[src/rtl/bfc_pkg.sv]
// bfc_pkg: shared constants, command codes, queue entry type and glyph address helper
// for the bitmap font text console; no dependencies
package bfc_pkg;

    localparam int GLYPH_STRIDE = 16;
    localparam int CELL_HEIGHT  = 16;
    localparam int CELL_WIDTH   = 8;
    localparam int GLYPH_DEPTH  = 4096;
    localparam int GADDR_W      = $clog2(GLYPH_DEPTH);
    localparam int ROW_W        = $clog2(CELL_HEIGHT);
    localparam int Y_LIMIT      = GLYPH_DEPTH - CELL_HEIGHT;
    localparam int QUEUE_DEPTH  = 2;

    localparam int X_W     = 13;
    localparam int Y_W     = 12;
    localparam int IDX_W   = 24;
    localparam int COLOR_W = 32;
    localparam int CFG_A_W = 2;

    localparam logic [1:0] CMD_LOAD    = 2'd0;
    localparam logic [1:0] CMD_PUT     = 2'd1;
    localparam logic [1:0] CMD_NEWLINE = 2'd2;
    localparam logic [1:0] CMD_ERASE   = 2'd3;

    localparam logic [CFG_A_W-1:0] CFG_FG     = 2'd0;
    localparam logic [CFG_A_W-1:0] CFG_BG     = 2'd1;
    localparam logic [CFG_A_W-1:0] CFG_WIDTH  = 2'd2;
    localparam logic [CFG_A_W-1:0] CFG_STRIDE = 2'd3;

    localparam logic [7:0]         FULL_MASK = 8'hff;
    localparam logic [COLOR_W-1:0] FG_RESET  = 32'hffff_ffff;
    localparam logic [COLOR_W-1:0] BG_RESET  = 32'h0000_0000;
    localparam logic [X_W-1:0]     WIDTH_RESET  = 13'd1024;
    localparam logic [X_W-1:0]     STRIDE_RESET = 13'd1024;

    typedef struct packed {
        logic [1:0]     cmd;
        logic [X_W-1:0] x;
        logic [Y_W-1:0] y;
        logic [7:0]     code;
        logic [3:0]     row;
        logic [7:0]     fbyte;
    } t_job;

    function automatic logic [GADDR_W-1:0] glyph_addr(input logic [7:0] code,
                                                      input logic [3:0] row);
        int sum;
        sum = int'(code) * GLYPH_STRIDE + int'(row);
        return sum[GADDR_W-1:0];
    endfunction

endpackage

[src/rtl/bfc_front.sv]
// bfc_front: accepts command words, keeps the text cursor and queues font-load and cell jobs
// depends on bfc_pkg
module bfc_front (
    input  logic                 i_clk,
    input  logic                 i_rst_n,
    input  logic                 i_valid,
    output logic                 o_ready,
    input  logic [1:0]           i_cmd,
    input  logic [7:0]           i_code,
    input  logic [3:0]           i_row,
    input  logic [7:0]           i_fbyte,
    input  logic [bfc_pkg::X_W-1:0] i_width,
    input  logic                 i_full,
    output logic                 o_push,
    output bfc_pkg::t_job        o_job
);
    import bfc_pkg::*;

    logic [X_W-1:0] r_x, n_x;
    logic [Y_W-1:0] r_y, n_y;
    logic [X_W-1:0] x_inc, ex, left;
    logic [X_W:0]   x_end;
    logic [Y_W:0]   yd;
    logic [Y_W-1:0] y_dn, y_up, ey;
    logic           accept;

    assign o_ready = !i_full;
    assign accept  = i_valid && o_ready;

    always_comb begin
        x_inc = r_x + X_W'(CELL_WIDTH);
        x_end = {1'b0, x_inc} + (X_W+1)'(CELL_WIDTH);
        yd    = {1'b0, r_y} + (Y_W+1)'(CELL_HEIGHT);
        y_dn  = (yd > (Y_W+1)'(Y_LIMIT)) ? Y_W'(Y_LIMIT) : yd[Y_W-1:0];
        y_up  = (r_y >= Y_W'(CELL_HEIGHT)) ? r_y - Y_W'(CELL_HEIGHT) : '0;
        ex    = (r_x == '0) ? i_width : r_x;
        ey    = (r_x == '0) ? y_up : r_y;
        left  = (ex >= X_W'(CELL_WIDTH)) ? ex - X_W'(CELL_WIDTH) : '0;

        n_x = r_x;
        n_y = r_y;
        o_push = 1'b0;
        o_job.cmd   = i_cmd;
        o_job.x     = r_x;
        o_job.y     = r_y;
        o_job.code  = i_code;
        o_job.row   = i_row;
        o_job.fbyte = i_fbyte;
        if (accept) begin
            unique case (i_cmd)
                CMD_LOAD: begin
                    o_push = 1'b1;
                end
                CMD_PUT: begin
                    o_push = 1'b1;
                    if (x_end > {1'b0, i_width}) begin
                        n_x = '0;
                        n_y = y_dn;
                    end else begin
                        n_x = x_inc;
                    end
                end
                CMD_NEWLINE: begin
                    n_x = '0;
                    n_y = y_dn;
                end
                CMD_ERASE: begin
                    o_push  = 1'b1;
                    o_job.x = left;
                    o_job.y = ey;
                    n_x     = left;
                    n_y     = ey;
                end
                default: ;
            endcase
        end
    end

    always_ff @(posedge i_clk) begin
        if (!i_rst_n) begin
            r_x <= '0;
            r_y <= '0;
        end else begin
            r_x <= n_x;
            r_y <= n_y;
        end
    end

endmodule

[config.mk]
export PLATFORM = sky130hd
export DESIGN_NAME = bfc_front
export DESIGN_NICKNAME = d
export VERILOG_FILES = /design/src/rtl/bfc_pkg.sv /design/src/rtl/bfc_front.sv
export SDC_FILE = /design/constraint.sdc
export NUM_CORES = 1
export LEC_CHECK = 0
export BUFFER_PORTS_ARGS = -buffer_cell sky130_fd_sc_hd__buf_2
export CAP_MARGIN = 10
export CORE_AREA = 2 2 88 123
export CTS_BUF_LIST = sky130_fd_sc_hd__clkbuf_4
export DETAILED_ROUTE_END_ITERATION = 6
export DIE_AREA = 0 0 90 125
export HOLD_SLACK_MARGIN = 0.08
export PLACE_DENSITY = 0.53
export SYNTH_ARGS = -nofsm -noshare
export SYNTH_HDL_FRONTEND = slang
export SYNTH_SLANG_ARGS = --single-unit
export TNS_END_PERCENT = 50
[constraint.sdc]
create_clock -name i_clk -period 4.25 [get_ports i_clk]
set_clock_uncertainty 0.15 [all_clocks]
set_input_delay 0.6375 -clock i_clk [delete_from_list [all_inputs] [get_ports i_clk]]
set_output_delay 0.6375 -clock i_clk [all_outputs]
set_load 0.01 [all_outputs]
# ---- Yosys cells after proc, flatten, opt, wreduce, memory -nomap -nowiden
# Cells that the tools add are included.
dict set report classes {
  reduce_logical 8
  n_lt_le_gt_ge 4
  eq_ne 4
  n_addsub 5
  muxes 13
}
# op count
set op_table {}
lappend op_table {{two-way mux 25 bit} 2}
lappend op_table {{two-way mux 12 bit} 4}
lappend op_table {{two-way mux 13 bit} 3}
lappend op_table {{one-hot mux 13 bit (3 select lines)} 1}
lappend op_table {{one-hot mux 12 bit (3 select lines)} 1}
lappend op_table {{adder 13 x 4 -> 14 bit, second input constant} 1}
lappend op_table {{greater-than comparator 14 x 13 -> 1 bit} 1}
lappend op_table {{adder 12 x 5 -> 13 bit, second input constant} 1}
lappend op_table {{adder 13 x 4 -> 13 bit, second input constant} 1}
lappend op_table {{>= comparator 13 x 4 -> 1 bit, second input constant} 1}
lappend op_table {{greater-than comparator 13 x 12 -> 1 bit, second input constant} 1}
lappend op_table {{logical NOT 13 bit} 1}
lappend op_table {{subtractor 13 x 4 -> 13 bit, second input constant} 1}
lappend op_table {{>= comparator 12 x 5 -> 1 bit, second input constant} 1}
lappend op_table {{subtractor 12 x 5 -> 12 bit, second input constant} 1}
lappend op_table {{== test 2 bit, second input constant} 2}
lappend op_table {{AND reduction 3 bit} 1}
lappend op_table {{nonzero test 3 bit} 1}
lappend op_table {{OR reduction 3 bit} 1}
lappend op_table {{== test 2 x 1 -> 1 bit, second input constant} 1}
lappend op_table {{logical NOT 2 bit} 1}
lappend op_table {{two-way mux 1 bit} 2}
lappend op_table {{inequality test 2 bit, second input constant} 1}
lappend op_table {{AND reduction 2 bit} 1}
lappend op_table {{2 further kinds} 2}
dict set report word_totals {
  register_bits 25
  out_inout_bits 49
  inputBits 39
}

# ---- Depth between registers and ports, before layout
dict set report logic_depth {
  word_depth 6
  depth_mapped 17
  ltp_nobuf 15
}

# ---- Least setup slack after synthesis
# Ideal clock, no wire load.
dict set report synth_path {
  path_type {register to output}
  start {register r_x[9]}
  end {output port o_job[38] in the netlist's numbering}
  path_slack_ps 374
  required_time_ps 3462
  stages_incl_launch_ff 16
  arrival_time_ps 3088
  n_path_buf 4
  path_cell_list {dfxtp_1 buf_2 or4_1 buf_2 nor4_4 clkbuf_1 a21oi_1 ha_1 inv_1 nor4_1 nor2b_1 o21a_1 nand3_1 buf_2 a21oi_1 o22ai_1}
}
# element line
set synth_rtl {}
lappend synth_rtl {{start: declaration} bfc_front.sv:19} ;# logic [X_W-1:0] r_x, n_x;
lappend synth_rtl {{start signal: assignment} bfc_front.sv:84} ;# r_x <= n_x;
lappend synth_rtl {{end: declaration} bfc_front.sv:15} ;# output bfc_pkg::t_job o_job

==> reports/metrics.cfg <==
[run_status]
outcome=finished clean

[grt]
antenna_found_initial=1
grt_pass1_vias=3426
gr-total-overflow=0
grt_pass1_wl_um=18100
grt_use_total=0.200
grt_max_degree=24

[setup_path]
worstPathRequired_ns=3.46
cp.arrival_ns=3.32
r2r_slack_ns=0.25
critPathBufInv=3
crit_path_start=r_x[8]
critPathCaptureType=primary output
critPathMaxStageDelay_ns=0.60
cp-endpoint=o_job[38]
cpMaxStageDelayCell=or4_4
rr_worst_depth=16
critical-path-top-delay-family=simple AND/OR/NAND/NOR gates
crit_type=flop to primary output
worst-path-stages=13
crit_chain=or4_4 > nor4_4 > a21oi_2 > ha_1 > inv_1 > nor4_2 > nor2b_1 > o21a_1 > nand3_1 > buf_6 > a21oi_1 > o22ai_1 > buf_2
startpoint_type=flop
reg2reg_to=r_x[6]
r2r_start=r_x[6]
path_max_fanout=15

[clock_network]
cts_max_level=1
clk_pin_slew_worst_paths_ns=0.16
cts_sinks=25
clk_latency_ns=0.35
cts_tree=yes
cts_made_buffers=3
cts_root_buf=clkbuf_4
clockBufferDepth=2

[sta]
hold_viol=0
finalSetupViolations=0
post-route-period-util=0.966
relSlewSlack=0.423
worst_pin_slew_ns=0.859
drv_slew=0
fmax_ghz=0.244
period_needed_ns=4.10
postLayoutSetupSlackWorst_ns=0.145

[routing]
routed_wl_um=11600
drt_pass1_iterations=4
drc_errors=0
wl_per_cell_um=18.2
viasPerCell=5.74
num_vias=3643
first_iter_violations=259
ant_nets=0

[flow_run]
cap_violations=0

[final_layout]
stdcell_count=635
syn_to_final_growth_pct=10.8
layout-drive-gt1-share=0.192
nNetsFinal=556

[logic_synthesis]
ys_seq_area_frac=0.153
synth_top_area_share=0.153
synth-seq-cells=25
ys_async_sr_fraction=0
synth-main-ff-cell=dfxtp_1
yosysWarnings=0
syn_area_per_cell_sq_um=6.86
synthesis.nets=536
synth_area_leaders=dfxtp_1 15%, ha_1 7.6%, a21oi_1 5.8%
synth_edf_count=0
netlist_instances=477
post-synth-top-area-cell=dfxtp_1
yosysUniqueCellTypes=62
yosysMostFrequentCell=nand2_1
yosys-top-cells-count=42 x nand2_1, 38 x a21oi_1, 36 x nor2_1, 30 x o21ai_0, 28 x clkbuf_1
synth_area_sq_mm=0.00327

[floorplanning]
num_rows=44
dieArea_sq_mm=0.0113
dieWidth_um=90
core-area_sq_mm=0.0102
initial_core_util=0.320
pin_count=88
die_y_um=125

[power]
ir_drop_mv=0.0930
powerDensity_mw_per_mm2=237
clockPowerShare=0.148
p_sw_frac=0.456
internal_power_uw=468
pwr-share-comb=0.550
p_seq_frac=0.302
p_leak_uw=0.00151
netSwitchingPower_uw=391

[place]
place_ws_ns=0.235
io_buffers=47
dp_cells=629
hpwl_um=9050
gp_congestion=0.972

[min_path]
hold_path_class=flop to flop

## stage by stage
step / hold WS (ns) / area [sq um] / power, uW / setup TNS (ns) / utilization
CTS: 0.352 / 3590 / 848 / 0 / 0.351
global placement: 0.314 / 3560 / 716 / 0 / 0.347
detailed placement: 0.324 / 3560 / 717 / 0 / 0.347
global route: 0.370 / 3630 / 915 / -0.0280 / 0.354
floorplan: 0.295 / 3270 / 591 / 0 / -
finish: 0.351 / 3630 / 859 / 0 / 0.354
## what timing repair did
action / in CTS / in global routing
hold buffers: 0 / 0
setup buffers: 0 / 1
setup endpoints to repair: 1 / 15
pin swaps: 0 / 1
resized for setup: 1 / 10
## layout by cell type, fill, tap and decap left out, types with 5 or more instances in the layout
cell type	n
or4_1	6
o21ai_0	30
o31ai_1	10
dfxtp_1	21
inv_1	26
a21oi_1	38
nor4_1	5
ha_1	19
a31oi_1	8
nor2b_1	7
nand2_1	42
xnor2_1	13
buf_2	47
nor3_1	17
xor2_1	10
nor2_1	36
nand4_1	9
buf_4	24
nand3_1	18
or3_1	9
and2_1	7
## cells by family (layout without fill, tap and decap cells)
| kind of cell | after synthesis | after routing | synth area share |
|---|---|---|---|
| AOI/OAI and AO/OA | 137 | 137 | 0.276 |
| xor gates and xnor gates | 23 | 23 | 0.0616 |
| adders and majority gates | 20 | 20 | 0.0765 |
| buffers and inverters | 83 | 102 | 0.123 |
| DFF | 25 | 25 | 0.153 |
| muxes | 5 | 5 | 0.0161 |
| other | 0 | 1 | 0 |
| and+or+nand+nor | 184 | 184 | 0.294 |
## power groups by stage
stage | Clock [uW] | Sequential, uW | Combinational [uW]
finish | 127 | 259 | 473
global route | 140 | 260 | 514
CTS | 132 | 257 | 459
detailed placement | 0 | 262 | 455
global placement | 0 | 262 | 454
floorplan | 0 | 254 | 337
## registers in the layout (all words and copies together), names as in the netlist
name  cells
r_y      12
r_x      13
## per-layer routing
| layer | part of all wire | track usage |
|---|---|---|
| met2 | 0.51 | 0.361 |
| met1 | 0.40 | 0.231 |
| met5 | 0 | 0 |
| met3 | 0.040 | 0.0181 |
| met4 | 0.046 | 0.107 |
## worst min-delay path by stage
stage / from / endpoint / slack, ns / cells after the start
floorplan: r_y[0] / r_y[0] / 0.30 / 1
global placement: r_y[1] / r_y[1] / 0.31 / 1
detailed placement: r_y[3] / r_y[3] / 0.32 / 1
CTS: r_y[1] / r_y[1] / 0.35 / 1
global route: r_y[0] / r_y[0] / 0.37 / 1
finish: r_y[1] / r_y[1] / 0.35 / 1
## layout make-up
type | instances | area [sq um]
Antenna cell | 1 | 2.50
Multi-Input combinational cell | 369 | 2390
Clock buffer | 4 | 30.0
Fill cell | 1152 | 6610
Inverter | 26 | 97.6
Timing Repair Buffer | 72 | 427
Sequential cell | 25 | 505
Tap cell | 138 | 173
No activity file was read; power rests on OpenSTA's default activity.
