## src/rtl/bfc_pkg.sv

```systemverilog
// bfc_pkg: shared constants, command codes, queue entry type and glyph address helper
// for the bitmap font text console; no dependencies
package bfc_pkg;

    localparam int GLYPH_STRIDE = 16;
    localparam int CELL_HEIGHT  = 16;
    localparam int CELL_WIDTH   = 8;
    localparam int GLYPH_DEPTH  = 4096;
    localparam int GADDR_W      = $clog2(GLYPH_DEPTH);
    localparam int ROW_W        = $clog2(CELL_HEIGHT);
    localparam int Y_LIMIT      = GLYPH_DEPTH - CELL_HEIGHT;
    localparam int QUEUE_DEPTH  = 2;

    localparam int X_W     = 13;
    localparam int Y_W     = 12;
    localparam int IDX_W   = 24;
    localparam int COLOR_W = 32;
    localparam int CFG_A_W = 2;

    localparam logic [1:0] CMD_LOAD    = 2'd0;
    localparam logic [1:0] CMD_PUT     = 2'd1;
    localparam logic [1:0] CMD_NEWLINE = 2'd2;
    localparam logic [1:0] CMD_ERASE   = 2'd3;

    localparam logic [CFG_A_W-1:0] CFG_FG     = 2'd0;
    localparam logic [CFG_A_W-1:0] CFG_BG     = 2'd1;
    localparam logic [CFG_A_W-1:0] CFG_WIDTH  = 2'd2;
    localparam logic [CFG_A_W-1:0] CFG_STRIDE = 2'd3;

    localparam logic [7:0]         FULL_MASK = 8'hff;
    localparam logic [COLOR_W-1:0] FG_RESET  = 32'hffff_ffff;
    localparam logic [COLOR_W-1:0] BG_RESET  = 32'h0000_0000;
    localparam logic [X_W-1:0]     WIDTH_RESET  = 13'd1024;
    localparam logic [X_W-1:0]     STRIDE_RESET = 13'd1024;

    typedef struct packed {
        logic [1:0]     cmd;
        logic [X_W-1:0] x;
        logic [Y_W-1:0] y;
        logic [7:0]     code;
        logic [3:0]     row;
        logic [7:0]     fbyte;
    } t_job;

    function automatic logic [GADDR_W-1:0] glyph_addr(input logic [7:0] code,
                                                      input logic [3:0] row);
        int sum;
        sum = int'(code) * GLYPH_STRIDE + int'(row);
        return sum[GADDR_W-1:0];
    endfunction

endpackage

```

## src/rtl/bfc_queue.sv

```systemverilog
// bfc_queue: short job queue between front and back
// depends on bfc_pkg
module bfc_queue (
    input  logic          i_clk,
    input  logic          i_rst_n,
    input  logic          i_push,
    input  bfc_pkg::t_job i_job,
    output logic          o_full,
    input  logic          i_pop,
    output logic          o_valid,
    output bfc_pkg::t_job o_job
);
    import bfc_pkg::*;

    localparam int PTR_W = (QUEUE_DEPTH > 1) ? $clog2(QUEUE_DEPTH) : 1;
    localparam int CNT_W = $clog2(QUEUE_DEPTH + 1);

    t_job             r_mem [QUEUE_DEPTH];
    logic [PTR_W-1:0] r_wp, r_rp;
    logic [CNT_W-1:0] r_cnt;
    logic             do_push, do_pop;

    assign o_full  = (r_cnt == CNT_W'(QUEUE_DEPTH));
    assign o_valid = (r_cnt != '0);
    assign o_job   = r_mem[r_rp];
    assign do_push = i_push && !o_full;
    assign do_pop  = i_pop && o_valid;

    always_ff @(posedge i_clk) begin
        if (do_push) begin
            r_mem[r_wp] <= i_job;
        end
    end

    always_ff @(posedge i_clk) begin
        if (!i_rst_n) begin
            r_wp  <= '0;
            r_rp  <= '0;
            r_cnt <= '0;
        end else begin
            if (do_push) begin
                r_wp <= (r_wp == PTR_W'(QUEUE_DEPTH - 1)) ? '0 : r_wp + 1'b1;
            end
            if (do_pop) begin
                r_rp <= (r_rp == PTR_W'(QUEUE_DEPTH - 1)) ? '0 : r_rp + 1'b1;
            end
            r_cnt <= r_cnt + CNT_W'(do_push) - CNT_W'(do_pop);
        end
    end

endmodule

```

## config.mk

```make
export PLATFORM = sky130hd
export DESIGN_NAME = bfc_queue
export DESIGN_NICKNAME = d
export VERILOG_FILES = /design/src/rtl/bfc_pkg.sv /design/src/rtl/bfc_queue.sv
export SDC_FILE = /design/constraint.sdc
export NUM_CORES = 1
export LEC_CHECK = 0
export ABC_AREA = 1
export BUFFER_PORTS_ARGS = -buffer_cell sky130_fd_sc_hd__buf_2
export CORE_UTILIZATION = 47
export CTS_BUF_LIST = sky130_fd_sc_hd__clkbuf_16
export DETAILED_ROUTE_END_ITERATION = 16
export PLACE_DENSITY = 0.76
export SLEW_MARGIN = 30
export SYNTH_ARGS = -nofsm -noshare
export SYNTH_HDL_FRONTEND = slang
export SYNTH_SLANG_ARGS = --single-unit
```

## constraint.sdc

```tcl
create_clock -name i_clk -period 2.8 [get_ports i_clk]
set_input_delay 0.28 -clock i_clk [delete_from_list [all_inputs] [get_ports i_clk]]
set_output_delay 0.28 -clock i_clk [all_outputs]
set_load 0.02 [all_outputs]
```

=== Word level (Yosys, flattened, before mapping) ===
Memory sizes are Yosys's and may differ from the RTL's. A register that Yosys moved wholly into a read port is not among the register bits.
Cells that the tools add are included.

* Register bits after elaboration: 4
* RAM bits: 94
* Input bits: 51
* Output and inout port bits: 49
* Logic and storage cells: 19
* Memories kept: 1

{| class="wikitable"
|+ Memory list
! memory !! words !! width !! read ports !! clocked after Yosys merged registers in !! wr ports !! RTL line !! RTL
|-
| r_mem || 2 || 47 || 1 || 1 || 1 || bfc_queue.sv:18 || <nowiki>t_job r_mem [QUEUE_DEPTH];</nowiki>
|}

* Add/subtract/negate cells: 4
* Equal/unequal tests: 1
* Muxes and demuxes: 6
* Reductions and logical operators: 4

{| class="wikitable"
|+ Operators with widths
! cell !! number
|-
| $mux 1 || 6
|-
| $add 1x1->1 const B || 2
|-
| $add 2x1->2 || 1
|-
| $eq 2x2->1 const B || 1
|-
| $logic_and 1x1->1 || 2
|-
| $reduce_bool 2->1 || 1
|-
| $sub 2x1->2 || 1
|-
| $logic_not 1->1 || 1
|}

=== Longest topological paths before layout ===
Gate-level depths: netlist (run 1).

* Depth in word-level cells: 5
* Mapped depth: 11
* Depth with buffers taken out: 11

=== Least setup slack after synthesis (run 1) ===
Ideal clock, no wire load.

* Path kind: register to register
* Start: register r_cnt[0]
* End: memory r_mem[0][0] in the netlist's numbering (enable)
* Library setup time: 0.451 ns
* Arrival: 2.534 ns
* Required time: 2.349 ns
* Path slack: -0.185 ns
* Stages on the path, launching flop included: 5
* Buffers on the path: 0
* Period minus slack after synthesis: 2.985 ns
* Cells stage by stage: dfxtp_1 -> inv_1 -> nand2_1 -> nand2_1 -> nor2_1

* Cells in the longest elaborated chain, start to end: 5

{| class="wikitable"
|+ RTL lines
! item !! RTL line !! RTL
|-
| from (decl) || bfc_queue.sv:20 || <nowiki>logic [CNT_W-1:0] r_cnt;</nowiki>
|-
| from (signal assigned) || bfc_queue.sv:47 || <nowiki>r_cnt <= r_cnt + CNT_W'(do_push) - CNT_W'(do_pop);</nowiki>
|-
| $eq 2x2->1 || bfc_queue.sv:23 || <nowiki>assign o_full = (r_cnt == CNT_W'(QUEUE_DEPTH));</nowiki>
|-
| $logic_not 1->1 || bfc_queue.sv:26 || <nowiki>assign do_push = i_push && !o_full;</nowiki>
|-
| $logic_and 1x1->1 || bfc_queue.sv:26 ||
|-
| $mux 1 || bfc_queue.sv:30 || <nowiki>if (do_push) begin</nowiki>
|-
| $mux 1 (not written as such) || bfc_queue.sv:31 || <nowiki>r_mem[r_wp] <= i_job;</nowiki>
|-
| to (decl) || bfc_queue.sv:18 ||
|}

No other way between the ends.

==> results of run 1 <==
[worst max-delay path: stages, from the launching register on]
cell and delay [ns]:
dfxtp_2 0.33, buf_4 0.41, mux2_2 0.40, buf_2 0.16
[through the flow]
step | cells | total power [uW]
4_1_cts | 401 | 4590
3_5_place_dp | 386 | 3230
5_1_grt | 401 | 4730
6_report | 401 | 4530
3_3_place_gp | 386 | 3200
2_1_floorplan | 184 | 2880
[cell families (layout without fill, tap and decap cells)]
logic type,after synthesis,in the layout
simple gates,20,20
mux,47,47
buf+inv,14,129
flops,99,99
fa+ha+maj,2,2
compound gates,2,2
[how the worst max path moves through the flow]
| stage | start | to | slack (ns) |
|---|---|---|---|
| after floorplan | r_cnt[0] | r_mem[0][0] | 0.60 |
| after global routing | flop | o_job[42] | 0.80 |
| after detailed placement | r_cnt[0] | r_mem[1][8] | 1.03 |
| final | flop | o_job[41] | 0.87 |
| after CTS | flop | o_job[41] | 0.84 |
| after global placement | r_cnt[0] | r_mem[1][7] | 1.11 |
[state kept, by name, summed over array words and instances, names as in the netlist, named ones only]
signal	cells
r_cnt	2
r_mem	94
r_wp	1
r_rp	1
[placed cells by master (no fill, tap or decap), drive strengths merged]
cell and n:
nor2 8, dfxtp 5, a21oi 2, clkinv 1, buf 105, clkinvlp 1, ha 2, clkbuf 9
bufinv 3, nand2 9, edfxtp 94, mux2 47, nand3 3, inv 10
[power groups by stage]
stage	Sequential (uW)	Combinational, uW	Clock [uW]
global placement	1960	1240	0
CTS	1940	1260	1390
finish	1940	1240	1350
floorplan	1960	921	0
detailed placement	1970	1260	0
global route	1960	1340	1430
[area by class of cell]
type / count / area [um^2] / share of cell area
Clock buffer: 9 / 225 / 0.0477
Clock inverter: 6 / 106 / 0.0225
Inverter: 9 / 33.8 / 0.00716
Multi-Input combinational cell: 71 / 763 / 0.162
Sequential cell: 99 / 2920 / 0.619
Tap cell: 102 / 128 / 0.0270
Timing Repair Buffer: 105 / 541 / 0.114
[layer usage]
metal,part of all wire,track usage,vias to the layer above
met3,0.061,0.0436,11
met2,0.50,0.246,65
met5,0,0,-
met4,0.016,0.0714,0
met1,0.43,0.181,927
li1,-,-,920
==> results.tsv, run 1 <==
metric	value	unit
final setup fails	0	
Post-CTS Setup Bufs	0	
Filler cells	576	
compound-cell area share of the yosys netlist	0.00266	
WP data arrival	1.65	ns
setup TNS	0	ns
post-synthesis adder-cell area fraction	0.00665	
fin area	0.00472	mm^2
Max FO, Critical Path	30	
fin crit share	0.689	
internal power	3270	uW
min-delay src	i_job[0]	
Core Region	0.00773	mm^2
switch share	0.279	
area of the mapped netlist	0.00376	mm^2
Residual DRC	0	
worst slew pin tran	0.603	ns
Synth top area share	0.750	
Via-to-Cell Ratio	4.80	
most numerous cell in the Yosys netlist	edfxtp_1	
Row Count	32	
largest cells by area after synthesis	edfxtp_1, mux2_4, mux2_2, dfxtp_1, buf_6	
maximum vdd drop	618	uV
final net count	348	
reg2reg start	r_cnt[0]	
mux share of post-synthesis cell area	0.171	
Fin Hold WS	0.134	ns
antenna violations before repair	0	
Rel. slew slack	0.597	
Post-Route Skew	0.00564	ns
Util after Layout	0.611	
top cells by count, synth	edfxtp_1, mux2_4, mux2_2, inv_1, nand2_1	
Antenna Violating Nets Remaining	0	
die span in y	91.5	um
leading area contributor after synthesis	edfxtp_1	
Net Sw Power	1260	uW
Area after DPL	0.00439	mm^2
Hold Path Class	in2reg	
TritonRoute pass-1 iters	4	
number of synthesized register bits	99	
Critical Path RT	2.52	ns
Root Driver	clkbuf_16	
Port Buf Inserts	99	
clock share of power	0.297	
Reg power frac	0.428	
pre-CTS WS	1.03	ns
layout cells sized above 1	0.565	
R2R setup slack	1.07	ns
Syn Inst Count	184	
global placement routability congestion	0.672	
I/O pins	100	
Hold Path Sink	r_mem[0][0]	
Post-Syn Nets	237	
Antenna Cells	0	
largest net degree at the start of global routing	31	
leakage	0.00189	uW
hold_buf cts	0	
max-slew violations	0	
Initial Util	0.487	
first-pass GRT wire length	9230	um
H-tree levels	3	
EDFF count, synth	94	
worst r2r path cells	5	
clk buf depth	2	
die area	0.00837	mm^2
yosys warns	0	
CTS tree	done	
Top FF cell, synth	edfxtp_1	
vias in the first global route	1921	
setup slack after layout	0.871	ns
post-synthesis simple-gate area fraction	0.0210	
GRT Overall Usage	0.150	
Avg Inst Size Synth	20.4	um^2
Comb power frac	0.275	
CP startpoint kind	flop	
drt first-iter violations	69	
Cell variety after synth	12	
Fin. Hold Viols	0	
Post-Synth XOR/XNOR Area	0	
Reg clk slew, reported paths	0.06	ns
Peak Freq	0.518	GHz
Die X-Extent	91.5	um
Worst R2R End	r_mem[1][25]	
Crit. End Element	output port	
hpwl dp	3940	um
Post-synth ARST share	0	
P&R area growth vs syn	25.5	%
Setup Crit Path Kind	reg2out	
total CTS buffers	9	
Power Dens Cells	960	mW/mm^2
largest family of logic cells by synthesized area	multiplexers	
sequential fraction of the synthesis area	0.777	
GRT overflow	0	
crit path time final	1.93	ns
via count	1923	
Num Clock Sinks	99	
routed wire length	6070	um
post-CTS sizing	0	
WL/cell	15.1	um
Hold Path Stages	1	
outcome	finished clean	
max-cap viol count	0	
RSZ-0062 raised after global routing	no	
Clk Latency, worst-skew pair	0.33	ns
(Power assumes the default switching activity.)
==> run 2: changes to the inputs <==
ABC_AREA = 0   (was 1)
clock period = 1.6 ns   (was 2.8 ns; I/O delays follow)
==> results.tsv, run 2 <==
metric	value	unit
max FFs per register	94	
most flop-heavy register	r_mem	
die area	0.00834	mm^2
die span in y	91.3	um
via count	1875	
Num Clock Sinks	99	
Top FF cell, synth	edfxtp_1	
most numerous cell in the Yosys netlist	edfxtp_1	
GRT Overall Usage	0.140	
clk buf depth	2	
commonest cells after routing, fill and taps aside	buf_2, edfxtp_1, mux2_4	
hpwl dp	3710	um
outcome	finished clean	
crit path time final	1.58	ns
leading area contributor after synthesis	edfxtp_1	
H-tree levels	3	
Cell variety after synth	19	
Avg Inst Size Synth	21.7	um^2
Hold Path Class	in2reg	
Syn Inst Count	173	
largest net degree at the start of global routing	26	
TritonRoute pass-1 iters	4	
Max FO, Critical Path	25	
top cells by count, synth	edfxtp_1, mux2_4, mux2_2, dfxtp_1	
layout cells sized above 1	0.612	
P&R area growth vs syn	28.1	%
EDFF count, synth	94	
Rel. slew slack	0.867	
max-cap viol count	0	
Synth top area share	0.753	
fin crit share	0.985	
WL/cell	14.5	um
Die X-Extent	91.3	um
Clk Latency, worst-skew pair	0.33	ns
Hold Path Stages	1	
leakage	0.00189	uW
total CTS buffers	9	
Initial Util	0.485	
WP data arrival	1.42	ns
maximum vdd drop	1080	uV
first-pass GRT wire length	8710	um
GRT overflow	0	
Critical Path RT	1.44	ns
Fin Hold WS	0.0169	ns
Peak Freq	0.635	GHz
Setup Crit Path Kind	reg2out	
Tot Pwr	8240	uW
worst r2r path cells	7	
antenna violations before repair	0	
max-slew violations	0	
Post-Syn Nets	226	
Post-synth ARST share	0	
Root Driver	clkbuf_16	
Core Region	0.00773	mm^2
global placement routability congestion	0.680	
Row Count	32	
Antenna Cells	0	
final net count	339	
routed wire length	5710	um
Port Buf Inserts	99	
setup TNS	0	ns
Via-to-Cell Ratio	4.77	
most common cell after layout, fill and taps aside	buf_2	
Residual DRC	0	
largest cells by area after synthesis	edfxtp_1, mux2_4, mux2_2, dfxtp_1, buf_6	
number of synthesized register bits	99	
drt first-iter violations	72	
Power Dens Cells	1720	mW/mm^2
CTS tree	done	
final setup fails	0	
I/O pins	100	
Fin. Hold Viols	0	
Reg clk slew, reported paths	0.06	ns
vias in the first global route	1934	
RSZ-0062 raised after global routing	yes	
Crit. End Element	output port	
CP startpoint kind	flop	
Antenna Violating Nets Remaining	0	
yosys warns	0	
worst slew pin tran	0.199	ns
Post-Route Skew	0.00782	ns
Largest regs	r_mem (94), r_cnt (2)	
area of the mapped netlist	0.00375	mm^2
sequential fraction of the synthesis area	0.779	
-- run 2: where the power goes --
part           internal (uW)  leakage (uW)  switching [uW]  total [uW]
Clock                   1200      0.000139             850        2050
Combinational           1270      0.000836            1440        2700
Sequential              3350      0.000921             138        3490
-- run 2: metrics by stage --
| stage | cell area (um^2) | setup WS, ns | util | cells |
|---|---|---|---|---|
| floorplan | 3780 | -0.0421 | - | 173 |
| global placement | 4470 | 0.0959 | 0.579 | 375 |
| detailed placement | 4470 | 0.0331 | 0.579 | 375 |
| CTS | 4770 | -0.00200 | 0.617 | 391 |
| global route | 4810 | -0.0292 | 0.622 | 393 |
| finish | 4810 | 0.0240 | 0.622 | 393 |
-- run 2: worst paths after layout --
path,endpoint,slack [ns],startpoint
max,o_job[39],0.02,flop
min,r_mem[0][3],0.02,i_job[3]
max reg2reg,r_cnt[1],0.05,r_cnt[1]
min reg2reg,flop,0.52,r_rp
-- run 2: cell families after synthesis --
family,count (synthesis),share of synthesized area
DFF,99,0.779
AOI/OAI and AO/OA,1,0.00200
and+or+nand+nor,13,0.0173
buffers and inverters,8,0.0163
muxes,48,0.174
adders and majority gates,2,0.00667
xor gates and xnor gates,2,0.00467
-- run 2: layout make-up --
| cell class | count | area (um^2) |
|---|---|---|
| flip-flops and latches | 99 | 2930 |
| fillers | 543 | 2920 |
| multi-input cells | 66 | 807 |
| repair buffers | 107 | 636 |
| clock buffers | 9 | 225 |
| well taps | 102 | 128 |
| clock inverters | 7 | 70.1 |
| inverters | 3 | 11.3 |
-- run 2: repair_timing --
| item | 4_1_cts | 5_1_grt |
|---|---|---|
| pin swaps | 0 | 3 |
| setup buffers | 0 | 2 |
| endpoints found under the setup margin | 14 | 18 |
| resized for setup | 1 | 7 |
| hold buffers | 0 | 0 |
-- run 2: layer usage --
| metal | part of all wire | global-route usage | vias to the layer above |
|---|---|---|---|
| met5 | 0 | 0 | - |
| met4 | 0.0051 | 0.0595 | 0 |
| met3 | 0.051 | 0.0486 | 2 |
| li1 | - | - | 896 |
| met1 | 0.41 | 0.156 | 920 |
| met2 | 0.53 | 0.244 | 57 |
-- run 2: worst max-delay path, cell delays in order (launching register included) --
cell     delay [ns]
dfxtp_4        0.37
buf_12         0.19
mux2_2         0.36
buf_2          0.16
==> run 3: changes to the inputs <==
RECOVER_POWER = 50   (was not set)
==> results.tsv, run 3 (synthesized netlist as in run 2, its figures left out) <==
metric	value	unit
outcome	finished clean	
Hold Path Sink	r_mem[0][3]	
Net Sw Power	2430	uW
antenna violations before repair	0	
via count	1880	
Setup Crit Path Kind	reg2out	
hold_buf cts	0	
setup slack after layout	0.0213	ns
WP data arrival	1.42	ns
internal power	5790	uW
commonest cells after routing, fill and taps aside	edfxtp_1, buf_2, mux2_4	
crit path time final	1.58	ns
Power Dens Cells	1720	mW/mm^2
most flop-heavy register	r_mem	
I/O pins	100	
fin crit share	0.987	
Row Count	32	
min-delay src	i_job[3]	
Initial Util	0.485	
die area	0.00834	mm^2
Comb power frac	0.324	
total CTS buffers	9	
Root Driver	clkbuf_16	
max-cap viol count	0	
Post-Route Skew	0.00677	ns
CP startpoint kind	flop	
Worst R2R End	r_cnt[1]	
TritonRoute pass-1 iters	4	
Hold Path Class	in2reg	
first-pass GRT wire length	8710	um
Largest regs	r_mem (94), r_cnt (2)	
CTS tree	done	
Area after DPL	0.00447	mm^2
Clk Latency, worst-skew pair	0.33	ns
maximum vdd drop	1020	uV
final setup fails	0	
Fin Hold WS	0.0160	ns
worst r2r path cells	7	
GRT overflow	0	
drt first-iter violations	78	
clk buf depth	2	
Peak Freq	0.633	GHz
clock share of power	0.251	
Core Region	0.00773	mm^2
vias in the first global route	1934	
max FFs per register	94	
most common cell after layout, fill and taps aside	edfxtp_1	
Max FO, Critical Path	25	
setup TNS	0	ns
Reg power frac	0.424	
leakage	0.00185	uW
Antenna Cells	0	
Antenna Violating Nets Remaining	0	
Via-to-Cell Ratio	4.78	
Fin. Hold Viols	0	
RSZ-0062 raised after global routing	yes	
Reg clk slew, reported paths	0.06	ns
final net count	339	
Util after Layout	0.617	
WL/cell	14.5	um
Port Buf Inserts	99	
pre-CTS WS	0.0331	ns
Hold Path Stages	1	
layout cells sized above 1	0.557	
global placement routability congestion	0.680	
Num Clock Sinks	99	
H-tree levels	3	
die span in y	91.3	um
fin area	0.00477	mm^2
worst slew pin tran	0.323	ns
Die X-Extent	91.3	um
R2R setup slack	0.05	ns
P&R area growth vs syn	27.1	%
routed wire length	5710	um
Rel. slew slack	0.785	
reg2reg start	r_cnt[1]	
Critical Path RT	1.44	ns
switch share	0.295	
GRT Overall Usage	0.140	
Crit. End Element	output port	
max-slew violations	0	
largest net degree at the start of global routing	26	
hpwl dp	3710	um
Residual DRC	0	
-- run 3: changes by cell type in the layout (fill, tap and decap cells not counted), sizes merged --
cell / delta
buf: -16
clkbuf: +16
-- run 3: routing by layer --
layer	global-route usage	vias up	wire, um
met5	0	-	0
met4	0.0595	0	45
met3	0.0486	4	295
met2	0.244	58	3040
met1	0.156	923	2330
li1	-	895	-
-- run 3: layout make-up --
type	instances	area (um^2)
flip-flops and latches	99	2930
well taps	102	128
clock inverters	7	70.1
clock buffers	9	225
multi-input cells	66	800
inverters	3	11.3
repair buffers	107	604
fillers	550	2960
-- run 3: critical path, cell delays in order (launching register included) --
cell and delay [ns]:
dfxtp_4 0.37, buf_12 0.19, mux2_2 0.36, buf_2 0.16
-- run 3: how the worst max path moves through the flow --
stage / startpoint / to / slack, ns / cells after the start
after floorplan: r_cnt[0] / r_mem[0][0] / -0.04 / 3
after global placement: r_cnt[1] / r_cnt[1] / 0.1 / 7
after detailed placement: r_cnt[1] / r_cnt[1] / 0.03 / 7
after CTS: flop / o_job[0] / -0.002 / 3
after global routing: flop / o_job[37] / -0.03 / 3
final: flop / o_job[39] / 0.02 / 3
-- run 3: power by group through the flow --
| stage | sequential, uW | combinational, uW | clock, uW |
|---|---|---|---|
| 2_1_floorplan | 3500 | 1900 | 0 |
| 3_3_place_gp | 3510 | 2640 | 0 |
| 3_5_place_dp | 3540 | 2670 | 0 |
| 4_1_cts | 3480 | 2670 | 2120 |
| 5_1_grt | 3520 | 2840 | 2200 |
| 6_report | 3480 | 2670 | 2070 |
-- run 3: metrics by stage --
step                      cells  power [uW]
after floorplan             173        5400
after global placement      375        6150
after detailed placement    375        6200
after CTS                   391        8280
after global routing        393        8550
final                       393        8210
-- run 3: repair_timing --
action | in CTS | in global routing
endpoints found under the hold margin | 0 | 0
pin swaps | 0 | 3
setup buffers | 0 | 2
setup endpoints to repair | 14 | 18
resized for setup | 1 | 7
